$ cat src/jkve_pkg.sv
// ----------------------------------------------------------------------------
// jkve_pkg
// Shared types and constants for the key/value extractor: result kinds,
// scan phases, result words, result bundles and the configuration group.
// ----------------------------------------------------------------------------
package jkve_pkg;

    localparam int          MAX_RESULTS        = 3;
    localparam int          QUEUE_DEPTH        = 4;
    localparam int          ADDR_W             = 5;
    localparam int          DATA_W             = 64;
    localparam logic [7:0]  COLON_CHAR         = 8'h3A;
    localparam logic [7:0]  COMMA_CHAR         = 8'h2C;
    localparam logic [7:0]  QUOTE_CHAR         = 8'h22;
    localparam logic [7:0]  COLON_WINDOW_RESET = 8'd50;
    localparam logic [3:0]  KEY_LENGTH_RESET   = 4'd8;

    typedef enum logic [1:0]
    {
        KIND_BYTE     = 2'd0,
        KIND_END      = 2'd1,
        KIND_NOCOLON  = 2'd2,
        KIND_TEXT_END = 2'd3
    } result_kind_t;

    typedef enum logic [1:0]
    {
        PH_SCAN    = 2'd0,
        PH_SEEK    = 2'd1,
        PH_CAPTURE = 2'd2
    } phase_t;

    typedef enum logic [1:0]
    {
        REG_KEY_TEXT     = 2'd0,
        REG_KEY_LENGTH   = 2'd1,
        REG_COLON_WINDOW = 2'd2
    } reg_index_t;

    typedef struct packed
    {
        result_kind_t kind;
        logic [7:0]   value_byte;
        logic [15:0]  occurrence;
        logic         truncated;
        logic [15:0]  occurrence_total;
        logic         is_last;
    } result_rec_t;

    typedef struct packed
    {
        logic [1:0]                         count;
        result_rec_t [MAX_RESULTS-1:0]      recs;
    } result_bundle_t;

    typedef struct packed
    {
        logic [63:0] key_text;
        logic [3:0]  key_length;
        logic [7:0]  colon_window;
    } cfg_t;

    function automatic result_rec_t make_rec(result_kind_t kind, logic [7:0] value_byte,
                                             logic [15:0] occurrence, logic truncated,
                                             logic [15:0] occurrence_total);
        result_rec_t r;
        r.kind             = kind;
        r.value_byte       = value_byte;
        r.occurrence       = occurrence;
        r.truncated        = truncated;
        r.occurrence_total = occurrence_total;
        r.is_last          = (kind == KIND_TEXT_END);
        return r;
    endfunction

endpackage

$ cat src/json_key_value_extractor_core.sv
// ----------------------------------------------------------------------------
// json_key_value_extractor_core
// Streaming key/value extractor. The front takes one text byte per cycle
// whenever full is low, matches the configured key, seeks the colon and
// classifies value bytes; each byte yields zero to three result words, which
// wait as one bundle in a four-entry queue. The back drains that queue and
// presents one result word per cycle while pop is high. Input runs at one
// byte per cycle as long as results average at most one per byte; bursts of
// more are absorbed by the queue, and the sustained limit is then the back's
// one word per cycle. Write the registers only while no text is in flight.
// ----------------------------------------------------------------------------
module json_key_value_extractor_core #(
    parameter int KEY_MAX   = 8,
    parameter int VALUE_MAX = 49
) (
    input  logic                        clk,
    input  logic                        rst_n,
    input  logic                        psel,
    input  logic                        penable,
    input  logic                        pwrite,
    input  logic [jkve_pkg::ADDR_W-1:0] paddr,
    input  logic [jkve_pkg::DATA_W-1:0] pwdata,
    output logic [jkve_pkg::DATA_W-1:0] prdata,
    output logic                        pready,
    input  logic                        push,
    output logic                        full,
    input  logic [7:0]                  text_byte,
    input  logic                        last_in_text,
    output logic                        empty,
    input  logic                        pop,
    output logic [1:0]                  result_kind,
    output logic [7:0]                  value_byte,
    output logic [15:0]                 occurrence,
    output logic                        truncated,
    output logic [15:0]                 occurrence_total,
    output logic                        is_last
);
    import jkve_pkg::*;

    cfg_t           cfg_reg, cfg_next;
    reg_index_t     reg_sel;
    logic           wr_hit;
    logic           q_push, q_full, q_pop, q_empty;
    result_bundle_t q_wr_data, q_rd_data;
    result_rec_t    word;

    assign pready  = 1'b1;
    assign reg_sel = reg_index_t'(paddr[4:3]);
    assign wr_hit  = psel && penable && pwrite && pready;

    always_comb
    begin
        cfg_next = cfg_reg;
        if (wr_hit)
        begin
            case (reg_sel)
                REG_KEY_TEXT:     cfg_next.key_text     = pwdata;
                REG_KEY_LENGTH:   cfg_next.key_length   = pwdata[3:0];
                REG_COLON_WINDOW: cfg_next.colon_window = pwdata[7:0];
                default:          cfg_next = cfg_reg;
            endcase
        end
    end

    always_comb
    begin
        case (reg_sel)
            REG_KEY_TEXT:     prdata = cfg_reg.key_text;
            REG_KEY_LENGTH:   prdata = {60'd0, cfg_reg.key_length};
            REG_COLON_WINDOW: prdata = {56'd0, cfg_reg.colon_window};
            default:          prdata = '0;
        endcase
    end

    always_ff @(posedge clk or negedge rst_n)
    begin
        if (!rst_n)
        begin
            cfg_reg.key_text     <= 64'd0;
            cfg_reg.key_length   <= KEY_LENGTH_RESET;
            cfg_reg.colon_window <= COLON_WINDOW_RESET;
        end
        else
            cfg_reg <= cfg_next;
    end

    jkve_front #(
        .KEY_MAX   (KEY_MAX),
        .VALUE_MAX (VALUE_MAX)
    ) u_front (
        .clk          (clk),
        .rst_n        (rst_n),
        .cfg          (cfg_reg),
        .push         (push),
        .full         (full),
        .text_byte    (text_byte),
        .last_in_text (last_in_text),
        .q_push       (q_push),
        .q_data       (q_wr_data),
        .q_full       (q_full)
    );

    jkve_queue u_queue (
        .clk     (clk),
        .rst_n   (rst_n),
        .wr_en   (q_push),
        .wr_data (q_wr_data),
        .q_full  (q_full),
        .rd_en   (q_pop),
        .rd_data (q_rd_data),
        .q_empty (q_empty)
    );

    jkve_back u_back (
        .clk     (clk),
        .rst_n   (rst_n),
        .rd_data (q_rd_data),
        .q_empty (q_empty),
        .rd_en   (q_pop),
        .empty   (empty),
        .pop     (pop),
        .word    (word)
    );

    assign result_kind      = word.kind;
    assign value_byte       = word.value_byte;
    assign occurrence       = word.occurrence;
    assign truncated        = word.truncated;
    assign occurrence_total = word.occurrence_total;
    assign is_last          = word.is_last;

endmodule

$ cat src/jkve_front.sv
// ----------------------------------------------------------------------------
// jkve_front
// Accepts text bytes, tracks the key window and the occurrence phase, and
// turns each byte into a bundle of zero to three result words.
// ----------------------------------------------------------------------------
module jkve_front #(
    parameter int KEY_MAX   = 8,
    parameter int VALUE_MAX = 49
) (
    input  logic                     clk,
    input  logic                     rst_n,
    input  jkve_pkg::cfg_t           cfg,
    input  logic                     push,
    output logic                     full,
    input  logic [7:0]               text_byte,
    input  logic                     last_in_text,
    output logic                     q_push,
    output jkve_pkg::result_bundle_t q_data,
    input  logic                     q_full
);
    import jkve_pkg::*;

    localparam int         KW        = 8 * KEY_MAX;
    localparam int         VL_W      = $clog2(VALUE_MAX + 1);
    localparam logic [3:0] KEY_MAX_L = 4'(KEY_MAX);

    logic [KW-1:0]   window_reg, window_next, window_step, shifted;
    logic [3:0]      fill_reg, fill_next, fill_inc;
    phase_t          phase_reg, phase_next, phase_step;
    logic [7:0]      cd_reg, cd_next;
    logic            quote_reg, quote_next;
    logic [VL_W-1:0] vlen_reg, vlen_next;
    logic [15:0]     cnt_reg, cnt_next;
    logic            cut_reg, cut_next;
    logic [15:0]     open_reg, open_next;

    logic [3:0]      eff_len;
    logic [6:0]      shamt;
    logic            colon_in_key, mismatch, match, wide_window, done;
    logic            accept;
    result_bundle_t  bundle;

    assign accept      = push && !q_full;
    assign full        = q_full;
    assign window_step = KW'({text_byte, window_reg} >> 8);
    assign fill_inc    = (fill_reg == KEY_MAX_L) ? fill_reg : fill_reg + 4'd1;
    assign eff_len     = (cfg.key_length > KEY_MAX_L) ? KEY_MAX_L : cfg.key_length;
    assign shamt       = {KEY_MAX_L - eff_len, 3'b000};
    assign shifted     = window_step >> shamt;
    assign wide_window = cfg.colon_window > {4'd0, eff_len};

    always_comb
    begin
        colon_in_key = 1'b0;
        mismatch     = 1'b0;
        for (int i = 0; i < KEY_MAX; i++)
        begin
            if (4'(i) < eff_len)
            begin
                if (cfg.key_text[8*i +: 8] == COLON_CHAR)
                    colon_in_key = 1'b1;
                if (shifted[8*i +: 8] != cfg.key_text[8*i +: 8])
                    mismatch = 1'b1;
            end
        end
    end

    assign match = (eff_len != 4'd0) && (fill_inc >= eff_len) && !colon_in_key && !mismatch;
    assign done  = ((text_byte == QUOTE_CHAR) && quote_reg) || (text_byte == COMMA_CHAR);

    // next phase
    always_comb
    begin
        phase_step = phase_reg;
        case (phase_reg)
            PH_SCAN:
            begin
                if (match && wide_window)
                    phase_step = PH_SEEK;
            end
            PH_SEEK:
            begin
                if (text_byte == COLON_CHAR)
                    phase_step = PH_CAPTURE;
                else if (cd_reg <= 8'd1)
                    phase_step = PH_SCAN;
            end
            PH_CAPTURE:
            begin
                if (done)
                    phase_step = PH_SCAN;
            end
            default:
            begin
                phase_step = PH_SCAN;
            end
        endcase
        phase_next = last_in_text ? PH_SCAN : phase_step;
    end

    // data state and result words
    always_comb
    begin
        logic [1:0] n;
        n           = 2'd0;
        bundle      = '0;
        window_next = window_step;
        fill_next   = fill_inc;
        cd_next     = cd_reg;
        quote_next  = quote_reg;
        vlen_next   = vlen_reg;
        cnt_next    = cnt_reg;
        cut_next    = cut_reg;
        open_next   = open_reg;
        case (phase_reg)
            PH_SCAN:
            begin
                if (match)
                begin
                    open_next = cnt_reg;
                    if (cnt_reg != 16'hFFFF)
                        cnt_next = cnt_reg + 16'd1;
                    if (wide_window)
                        cd_next = cfg.colon_window - {4'd0, eff_len};
                    else
                    begin
                        bundle.recs[n] = make_rec(KIND_NOCOLON, 8'd0, cnt_reg, 1'b0, 16'd0);
                        n = n + 2'd1;
                        fill_next = 4'd0;
                    end
                end
            end
            PH_SEEK:
            begin
                if (text_byte == COLON_CHAR)
                begin
                    quote_next = 1'b0;
                    vlen_next  = '0;
                    cut_next   = 1'b0;
                end
                else if (cd_reg <= 8'd1)
                begin
                    cd_next = 8'd0;
                    bundle.recs[n] = make_rec(KIND_NOCOLON, 8'd0, open_reg, 1'b0, 16'd0);
                    n = n + 2'd1;
                    fill_next = 4'd0;
                end
                else
                    cd_next = cd_reg - 8'd1;
            end
            PH_CAPTURE:
            begin
                if (text_byte == QUOTE_CHAR)
                begin
                    if (!quote_reg)
                        quote_next = 1'b1;
                end
                else if (text_byte != COMMA_CHAR)
                begin
                    if (vlen_reg < VL_W'(VALUE_MAX))
                    begin
                        bundle.recs[n] = make_rec(KIND_BYTE, text_byte, open_reg, 1'b0, 16'd0);
                        n = n + 2'd1;
                        vlen_next = vlen_reg + 1'b1;
                    end
                    else
                        cut_next = 1'b1;
                end
                if (done)
                begin
                    bundle.recs[n] = make_rec(KIND_END, 8'd0, open_reg, cut_reg, 16'd0);
                    n = n + 2'd1;
                    fill_next = 4'd0;
                end
            end
            default:
            begin
                fill_next = 4'd0;
            end
        endcase
        if (last_in_text)
        begin
            if (phase_step == PH_CAPTURE)
            begin
                bundle.recs[n] = make_rec(KIND_END, 8'd0, open_next, cut_next, 16'd0);
                n = n + 2'd1;
            end
            else if (phase_step == PH_SEEK)
            begin
                bundle.recs[n] = make_rec(KIND_NOCOLON, 8'd0, open_next, 1'b0, 16'd0);
                n = n + 2'd1;
            end
            bundle.recs[n] = make_rec(KIND_TEXT_END, 8'd0, 16'd0, 1'b0, cnt_next);
            n = n + 2'd1;
            window_next = '0;
            fill_next   = 4'd0;
            cd_next     = 8'd0;
            quote_next  = 1'b0;
            vlen_next   = '0;
            cnt_next    = 16'd0;
            cut_next    = 1'b0;
            open_next   = 16'd0;
        end
        bundle.count = n;
    end

    assign q_push = accept && (bundle.count != 2'd0);
    assign q_data = bundle;

    always_ff @(posedge clk or negedge rst_n)
    begin
        if (!rst_n)
        begin
            window_reg <= '0;
            fill_reg   <= 4'd0;
            phase_reg  <= PH_SCAN;
            cd_reg     <= 8'd0;
            quote_reg  <= 1'b0;
            vlen_reg   <= '0;
            cnt_reg    <= 16'd0;
            cut_reg    <= 1'b0;
            open_reg   <= 16'd0;
        end
        else if (accept)
        begin
            window_reg <= window_next;
            fill_reg   <= fill_next;
            phase_reg  <= phase_next;
            cd_reg     <= cd_next;
            quote_reg  <= quote_next;
            vlen_reg   <= vlen_next;
            cnt_reg    <= cnt_next;
            cut_reg    <= cut_next;
            open_reg   <= open_next;
        end
    end

endmodule

$ cat src/jkve_queue.sv
// ----------------------------------------------------------------------------
// jkve_queue
// Short queue of result bundles between the classifying front and the
// draining back.
// ----------------------------------------------------------------------------
module jkve_queue (
    input  logic                     clk,
    input  logic                     rst_n,
    input  logic                     wr_en,
    input  jkve_pkg::result_bundle_t wr_data,
    output logic                     q_full,
    input  logic                     rd_en,
    output jkve_pkg::result_bundle_t rd_data,
    output logic                     q_empty
);
    import jkve_pkg::*;

    localparam int PTR_W = $clog2(QUEUE_DEPTH);

    result_bundle_t   mem_reg [QUEUE_DEPTH];
    logic [PTR_W-1:0] wr_ptr_reg, wr_ptr_next;
    logic [PTR_W-1:0] rd_ptr_reg, rd_ptr_next;
    logic [PTR_W:0]   cnt_reg, cnt_next;
    logic             do_wr, do_rd;

    assign q_full  = (cnt_reg == (PTR_W+1)'(QUEUE_DEPTH));
    assign q_empty = (cnt_reg == '0);
    assign do_wr   = wr_en && !q_full;
    assign do_rd   = rd_en && !q_empty;
    assign rd_data = mem_reg[rd_ptr_reg];

    always_comb
    begin
        wr_ptr_next = do_wr ? wr_ptr_reg + 1'b1 : wr_ptr_reg;
        rd_ptr_next = do_rd ? rd_ptr_reg + 1'b1 : rd_ptr_reg;
        cnt_next    = cnt_reg;
        if (do_wr && !do_rd)
            cnt_next = cnt_reg + 1'b1;
        else if (do_rd && !do_wr)
            cnt_next = cnt_reg - 1'b1;
    end

    always_ff @(posedge clk)
    begin
        if (do_wr)
            mem_reg[wr_ptr_reg] <= wr_data;
    end

    always_ff @(posedge clk or negedge rst_n)
    begin
        if (!rst_n)
        begin
            wr_ptr_reg <= '0;
            rd_ptr_reg <= '0;
            cnt_reg    <= '0;
        end
        else
        begin
            wr_ptr_reg <= wr_ptr_next;
            rd_ptr_reg <= rd_ptr_next;
            cnt_reg    <= cnt_next;
        end
    end

endmodule

$ cat src/jkve_back.sv
// ----------------------------------------------------------------------------
// jkve_back
// Takes result bundles from the queue and hands out their words one at a
// time from an output register.
// ----------------------------------------------------------------------------
module jkve_back (
    input  logic                     clk,
    input  logic                     rst_n,
    input  jkve_pkg::result_bundle_t rd_data,
    input  logic                     q_empty,
    output logic                     rd_en,
    output logic                     empty,
    input  logic                     pop,
    output jkve_pkg::result_rec_t    word
);
    import jkve_pkg::*;

    result_bundle_t cur_reg, cur_next;
    logic           valid_reg, valid_next;
    logic [1:0]     slot_reg, slot_next;
    logic           take, finishing, load;

    assign empty     = !valid_reg;
    assign take      = valid_reg && pop;
    assign finishing = take && (slot_reg == cur_reg.count - 2'd1);
    assign load      = !q_empty && (!valid_reg || finishing);
    assign rd_en     = load;
    assign word      = cur_reg.recs[slot_reg];

    always_comb
    begin
        cur_next   = cur_reg;
        valid_next = valid_reg;
        slot_next  = slot_reg;
        if (load)
        begin
            cur_next   = rd_data;
            valid_next = 1'b1;
            slot_next  = 2'd0;
        end
        else if (finishing)
            valid_next = 1'b0;
        else if (take)
            slot_next = slot_reg + 2'd1;
    end

    always_ff @(posedge clk)
    begin
        cur_reg <= cur_next;
    end

    always_ff @(posedge clk or negedge rst_n)
    begin
        if (!rst_n)
        begin
            valid_reg <= 1'b0;
            slot_reg  <= 2'd0;
        end
        else
        begin
            valid_reg <= valid_next;
            slot_reg  <= slot_next;
        end
    end

endmodule

$ cat config.mk
export PLATFORM = sky130hd
export DESIGN_NAME = json_key_value_extractor_core
export DESIGN_NICKNAME = d
export VERILOG_FILES = /design/src/jkve_pkg.sv /design/src/json_key_value_extractor_core.sv /design/src/jkve_front.sv /design/src/jkve_queue.sv /design/src/jkve_back.sv
export SDC_FILE = /design/constraint.sdc
export NUM_CORES = 1
export LEC_CHECK = 0
export BUFFER_PORTS_ARGS = -buffer_cell sky130_fd_sc_hd__buf_2
export CORE_MARGIN = 10
export CORE_UTILIZATION = 30
export CTS_CLUSTER_DIAMETER = 200
export DETAILED_ROUTE_END_ITERATION = 8
export GPL_ROUTABILITY_DRIVEN = 0
export PLACE_DENSITY = 0.49
export RECOVER_POWER = 100
export REMOVE_ABC_BUFFERS = 1
export SYNTH_ARGS = -nofsm -noshare
export SYNTH_HDL_FRONTEND = slang
export SYNTH_SLANG_ARGS = --single-unit
$ cat constraint.sdc
create_clock -name clk -period 21.1 [get_ports clk]
set_input_delay 4.22 -clock clk [delete_from_list [all_inputs] [get_ports clk]]
set_output_delay 4.22 -clock clk [all_outputs]
set_load 0.02 [all_outputs]
### Word level (Yosys, flattened, before mapping)

Memory sizes are Yosys's and may differ from the RTL's. A register that Yosys moved wholly into a read port is not among the register bits.
Cells that the tools add are included.
W data, S select, Z words.

| word-level totals | value |
|---|---|
| output and inout port bits | 111 |
| flip-flop bits (word level) | 204 |
| memories kept | 1 |
| memory bits (writable) | 536 |

| cells by class | value |
|---|---|
| magnitude comparators | 20 |
| reductions and logical operators | 45 |
| shift operators | 1 |
| equality and inequality tests | 39 |
| mux-type cells | 128 |
| add/subtract/negate cells | 15 |

Memories:

| memory | words | width | read ports | clocked after Yosys merged registers in | write ports | line | text |
|---|---|---|---|---|---|---|---|
| u_queue.mem_reg | 4 | 134 | 1 | 1 | 1 | jkve_queue.sv:20 | `result_bundle_t mem_reg [QUEUE_DEPTH];` |

Operators by type and width:

| cell | count |
|---|---|
| $mux W132 | 5 |
| $bwmux W132 | 4 |
| $mux W44 | 11 |
| $demux W44 S2 | 3 |
| $pmux W64 S3 | 1 |
| $pmux W44 S3 | 1 |
| $mux W16 | 7 |
| $bmux W44 S2 | 1 |
| $eq A8 B6 Y1 const B | 11 |
| $mux W88 | 1 |
| $mux W64 | 1 |
| $ne A8 B8 Y1 | 8 |
| $shr A64 B7 Y64 | 1 |
| $mux W1 | 47 |
| $mux W42 | 1 |
| $mux W8 | 5 |
| $mux W2 | 18 |
| $mux W4 | 8 |
| $mux W6 | 5 |
| $logic_and A1 B1 Y1 | 19 |
| $ne A3 B2 Y1 const B | 6 |
| $add A16 B1 Y16 const B | 1 |
| $lt A3 B4 Y1 const A | 4 |
| $ne A16 B16 Y1 const B | 1 |
| other kinds (43) | 78 |

### Logic depth before layout (Yosys ltp)

| depth | value |
|---|---|
| depth after elaboration | 39 |
| gate-level depth with buffers | 34 |
| depth with buffers taken out | 27 |

### Cells and area by module

From an unflattened synthesis, not the netlist that was laid out.

| unflattened totals | value |
|---|---|
| cell total of the unflattened synthesis | 2,697 |
| area, all modules | 39,260.2 sq um |

By module, submodules not included:

| module | sequential area each (sq um) | area an instance (sq um) | cells an instance | instances |
|---|---|---|---|---|
| jkve_queue | 16,270.6 | 19,705.1 | 736 | 1 |
| jkve_front | 2,752.6 | 10,935.5 | 1,404 | 1 |
| jkve_back | 4,098.9 | 5,197.5 | 307 | 1 |
| json_key_value_extractor_core | 1,906.8 | 3,422.0 | 250 | 1 |

### Worst setup path after synthesis

No wires, ideal clock.

| path | value |
|---|---|
| path kind | input-to-reg |
| start point | in text_byte[0] |
| end point | mem u_queue.mem_reg[0][0] in the netlist's numbering, enable pin |
| arrival | 10,805 ps |
| stages | 19 |
| slack | 9,803 ps |
| required time | 20,609 ps |
| library setup time | 491 ps |
| buffers on the path | 2 |
| cell sequence | buf_2 or4b_2 a211oi_1 nand2b_1 o21ai_0 a21oi_1 nor3_1 or2_2 a31oi_1 nand2b_1 clkbuf_1 xnor2_1 inv_1 ha_1 nand2_1 inv_1 nand4bb_1 o211a_1 and2_1 |

| between the ends | value |
|---|---|
| cells in the longest elaborated chain, start to end | 34 |

RTL lines:

| item | line | text |
|---|---|---|
| start, declared | json_key_value_extractor_core.sv:27 | `input logic [7:0] text_byte,` |
| parallel branches: the longest is 28 deep, another holds $shr A64 B7 Y64 | n/a |  |
| $mux W2 (*) | jkve_front.sv:181 | `if (last_in_text)` |
| $reduce_bool A2 Y1 (*) | jkve_front.sv:207 | `assign q_push = accept && (bundle.count != 2'd0);` |
| $logic_and A1 B1 Y1 (*) | jkve_front.sv:207 |  |
| $logic_and A1 B1 Y1 (*) | jkve_queue.sv:28 | `assign do_wr = wr_en && !q_full;` |
| via u_queue.do_wr | jkve_queue.sv:24 | `logic do_wr, do_rd;` |
| $mux W1 (*) | jkve_queue.sv:45 | `if (do_wr)` |
| $mux W1 (not written as such) (*) | jkve_queue.sv:46 | `mem_reg[wr_ptr_reg] <= wr_data;` |
| end, declared | jkve_queue.sv:20 |  |

Mark *: on every way through the listed nets, which the timed path passes. The select of a mux whose other input is x is not followed.

### Worst setup path in the final report

| path | value |
|---|---|
| start point | in text_byte[5] |
| end point | mem u_queue.mem_reg[0][16] in the netlist's numbering, enable pin |

The elaborated chain is that of the path after synthesis.

==> impl_summary.md <==
Power
Net switching is 33.3% of the power. The internal power summed over all cells is 0.00341 W. Across the VDD grid, the largest voltage drop is 81.8 uV. Sequential cells account for 42.9% of the total power. In this run the power spent charging and discharging nets is 0.00170 W.

Combinational logic is responsible for 28.4% of the overall power. Of the total power, the clock network draws 28.7%. Dividing total power by cell area gives a power density of 126 nW/um^2. The reported leakage power is 14.3 nW.

Die
The die extent in x is 364 um. The floorplan step set the die height to 364 um. During I/O placement, the number of pins put on the boundary was 196. The floorplan step defined a core boundary enclosing 118000 um^2. The initial utilization of the core area, before any placement, comes to 30.2%. After floorplanning, the core was divided into 126 placement rows.

The total die area is 133000 um^2.

Clock tree
The clock passes through at most 3 buffers. The clock-pin transition on the worst setup and hold timing paths is 0.05 ns. TritonCTS built the clock tree. The clock tree root driver cell is clkbuf_16. The count of H-tree levels built during CTS is 3. The clock net in this run drives a total of 786 sinks.

The post-CTS repair timing setup buffer count is 0. The number of buffers inserted during clock tree synthesis is 85. At the later pin of the worst-skew pair, clock insertion delay measures 0.67 ns. Once the clock tree was built, the resizer swapped 0 gates to a different size.

Hold repair after CTS inserted 0 buffers.

STA
The achievable clock frequency is 68.0 MHz. The transition time at the pin with the least slew margin is 4.50 ns. The clock skew is 0.0391 ns.

Subtracting the final worst setup slack from the clock period gives 14.71 ns. Setup repair after global routing left no endpoint under its margin. After layout, the worst setup slack is 6.39 ns.

Measured against its own limit, the worst slew margin works out to -200%. Of the available clock period, the critical path in the final layout requires 69.7%. For the final routed database, the setup TNS stands at 0 ns. The number of hold violations in the final report is 0. The final count of pins violating max slew was 1319. The number of setup violations in the final report is 0.

Final layout
The final layout contains 2816 nets. Of the cells placed in the final design, the portion with a size suffix greater than 1 is 17.9%. The flip-flop count of the largest register after layout is 472.

Fill cells in the final layout number 11500. The layout overhead on the synthesized area is 14.3%.

Drt
After detailed routing, the total wire length is 93200 um. The average detailed-routed wire length per instance is 21.7 um. The detailed router finished its first iteration with 1525 violations. The detail-routed via count per cell is 5.05.

After detailed routing, the number of remaining DRC violations is 0. Summing over every cut layer, the via total after detailed routing is 21700. The detailed-routing iteration count for the pre-antenna-repair pass is 5. The detail route stage leaves a number of antenna-violating nets equal to 0.

Synth
For this run, asynchronously set or reset flops after synthesis account for 24.9%. Counting flops and latches in the post-synthesis netlist gives 786. The share of the Yosys chip area taken by registers is 63.6%. The number of synthesized flops with an enable pin is 590. In the synthesized netlist the dominant register cell turns out to be edfxtp_1. By area the synthesized netlist is led by edfxtp_1 (50%), dfrtp_1 (13%), mux4_2 (7.5%). The post-synthesis cell area is 35600 um^2. The synthesized design spends more area on one cell type than any other, namely edfxtp_1. The post-synthesis cell type count is 82.

The gate count of the mapped netlist is 2544. The average cell area after synthesis is 14.0 um^2. For this run, the number of Yosys warnings is 0. The synthesized design devotes to its leading area cell type 49.8% of total area.

Run status
The checks that failed: max-capacitance violations, max-slew violations. The run finished, with violations left.

Global route
Across every metal layer, demand over resource in global routing totals 13.8%. The first global-routing pass estimated 142000 um of wire. The via count of the first global-routing pass came to 22900. After global routing the overflow that remains totals 0. The number of antenna violations at the first check in global routing came to 3. The pin count of the biggest net entering global routing is 113.

Worst setup path
The signal on the critical path passes through clkbuf_1, mux2i_1, o21ai_0, xnor2_1, nand4_1, a32oi_1, a31oi_1, nor4b_1, a31oi_1, nand2b_1, xnor2_1, inv_1, ha_1, nand2_1, inv_1, nand4bb_1, o211a_1, and2_0, clkbuf_1. The maximum single-stage delay on the critical path is 2.48 ns. The worst setup path is launched from an input pin.

Data arrives at the worst endpoint at 14.90 ns. The worst setup path is captured at a flop. Along the worst path, the maximum fanout reaches 48.

On the critical path, the stage with the largest delay is an instance of clkbuf_1. The worst setup path is of the input pin to flop kind. Data on the critical path is required at its endpoint by 21.28 ns.

Placed design
The HPWL reported at the end of detailed placement is 57900 um. The number of buffers added on ports is 191. Timing analysis after detailed placement gives a worst setup slack of 10.15 ns.

Min path
The path type of the worst min-delay path is flop to flop.

Job
Max-cap violations in this run came to 29.
[cell usage in the layout, fill, tap and decap left out, drive strengths merged, types with 53 or more instances in the layout]
master	synthesis	final
edfxtp	590	590
xnor2	58	58
buf	51	132
mux4	119	119
clkbuf	112	208
nor2	157	157
a21oi	53	53
mux2i	134	134
mux2	94	94
nand2	257	257
and2	82	82
dfrtp	192	192
o21ai	170	170
[per-layer routing]
| metal | part of all wire [%] | track usage, % | routed length, um | vias up |
|---|---|---|---|---|
| met5 | 0.019 | 0 | 18 | - |
| met4 | 2.4 | 3.88 | 2240 | 2 |
| met3 | 4.8 | 2.43 | 4500 | 143 |
| met2 | 49 | 23.7 | 45900 | 535 |
| met1 | 44 | 17.9 | 40600 | 11100 |
| li1 | - | - | - | 9895 |
[stage by stage]
step	cells	area, um^2	utilization (%)	power (W)	hold slack [ns]
2_1_floorplan	2381	34900	-	0.00321	0.445
3_3_place_gp	4144	38100	32.3	0.00365	0.469
3_5_place_dp	4144	38100	32.3	0.00368	0.475
4_1_cts	4301	40900	34.7	0.00517	0.495
5_1_grt	4301	40700	34.5	0.00539	0.522
6_report	4302	40700	34.5	0.00511	0.490
[power by group through the flow]
| stage | Combinational (W) | Clock, W | Sequential (W) |
|---|---|---|---|
| floorplan | 0.00101 | 0 | 0.00220 |
| global placement | 0.00146 | 0 | 0.00219 |
| detailed placement | 0.00148 | 0 | 0.00221 |
| CTS | 0.00148 | 0.00151 | 0.00218 |
| global route | 0.00160 | 0.00157 | 0.00222 |
| finish | 0.00145 | 0.00147 | 0.00219 |
[area by class of cell]
cell class / count / area, um^2 / area share (%)
Antenna cell: 1 / 2.50 / 0.00615
Clock buffer: 113 / 2300 / 5.66
Clock inverter: 44 / 463 / 1.14
Inverter: 45 / 171 / 0.421
Multi-Input combinational cell: 1550 / 12100 / 29.8
Sequential cell: 786 / 22600 / 55.6
Tap cell: 1536 / 1920 / 4.72
Timing Repair Buffer: 227 / 1050 / 2.57
[critical path, delay by kind of cell]
family / cells / cell delay, ns
AOI/OAI and AO/OA: 5 / 2.02
xor gates and xnor gates: 2 / 0.51
adders and majority gates: 1 / 0.29
buffers and inverters: 4 / 3.15
muxes: 1 / 0.20
and+or+nand+nor: 6 / 4.46
[cells by family (layout without fill, tap and decap cells)]
group                      after synthesis  in the layout  synth area share [%]
and+or+nand+nor                        693            693                  9.51
buffers and inverters                  208            429                  2.39
AOI/OAI and AO/OA                      394            394                  6.99
adders and majority gates               36             36                  1.31
xor gates and xnor gates                79             79                  1.94
muxes                                  347            347                  14.3
DFF                                    786            786                  63.6
other                                    1              2                0.0105
[cell usage after synthesis (all sizes together) (5+ instances only)]
cell and number:
nor4b 10, a21o 8, nand3b 9, or4bb 8
o31ai 9, nor3b 7, nor2b 25, or3 11
mux2i 134, or2 6, o32ai 5, nand4 14
o211ai 8, nor2 157, nor4 18, edfxtp 590
xnor2 58, nor3 26, and2 82, nand2 257
clkbuf 112, o21ai 170, o22ai 30, a31oi 16
nand3 28, dfrtp 192, inv 45, nand2b 12
a22o 17, xor2 21, and3 9, a21oi 53
a32oi 12, mux4 119, mux2 94, o21a 5
buf 51, a211oi 10, a22oi 15, ha 34
[path summary, 6_finish.rpt]
kind	startpoint	end	slack (ns)	depth (start not counted)
min reg2reg	u_front.window_reg[13]	u_front.window_reg[13]	0.49	2
min	u_front.window_reg[13]	u_front.window_reg[13]	0.49	2
max in group asynchronous	rst_n	u_queue.rd_ptr_reg[1]	8.53	3
max	text_byte[5]	u_queue.mem_reg[0][16]	6.39	19
min in group asynchronous	rst_n	cfg_reg[7]	5.15	1
max reg2reg	cfg_reg[11]	u_queue.mem_reg[0][16]	7.74	21
Note: power is estimated with default switching activity, not from simulation.
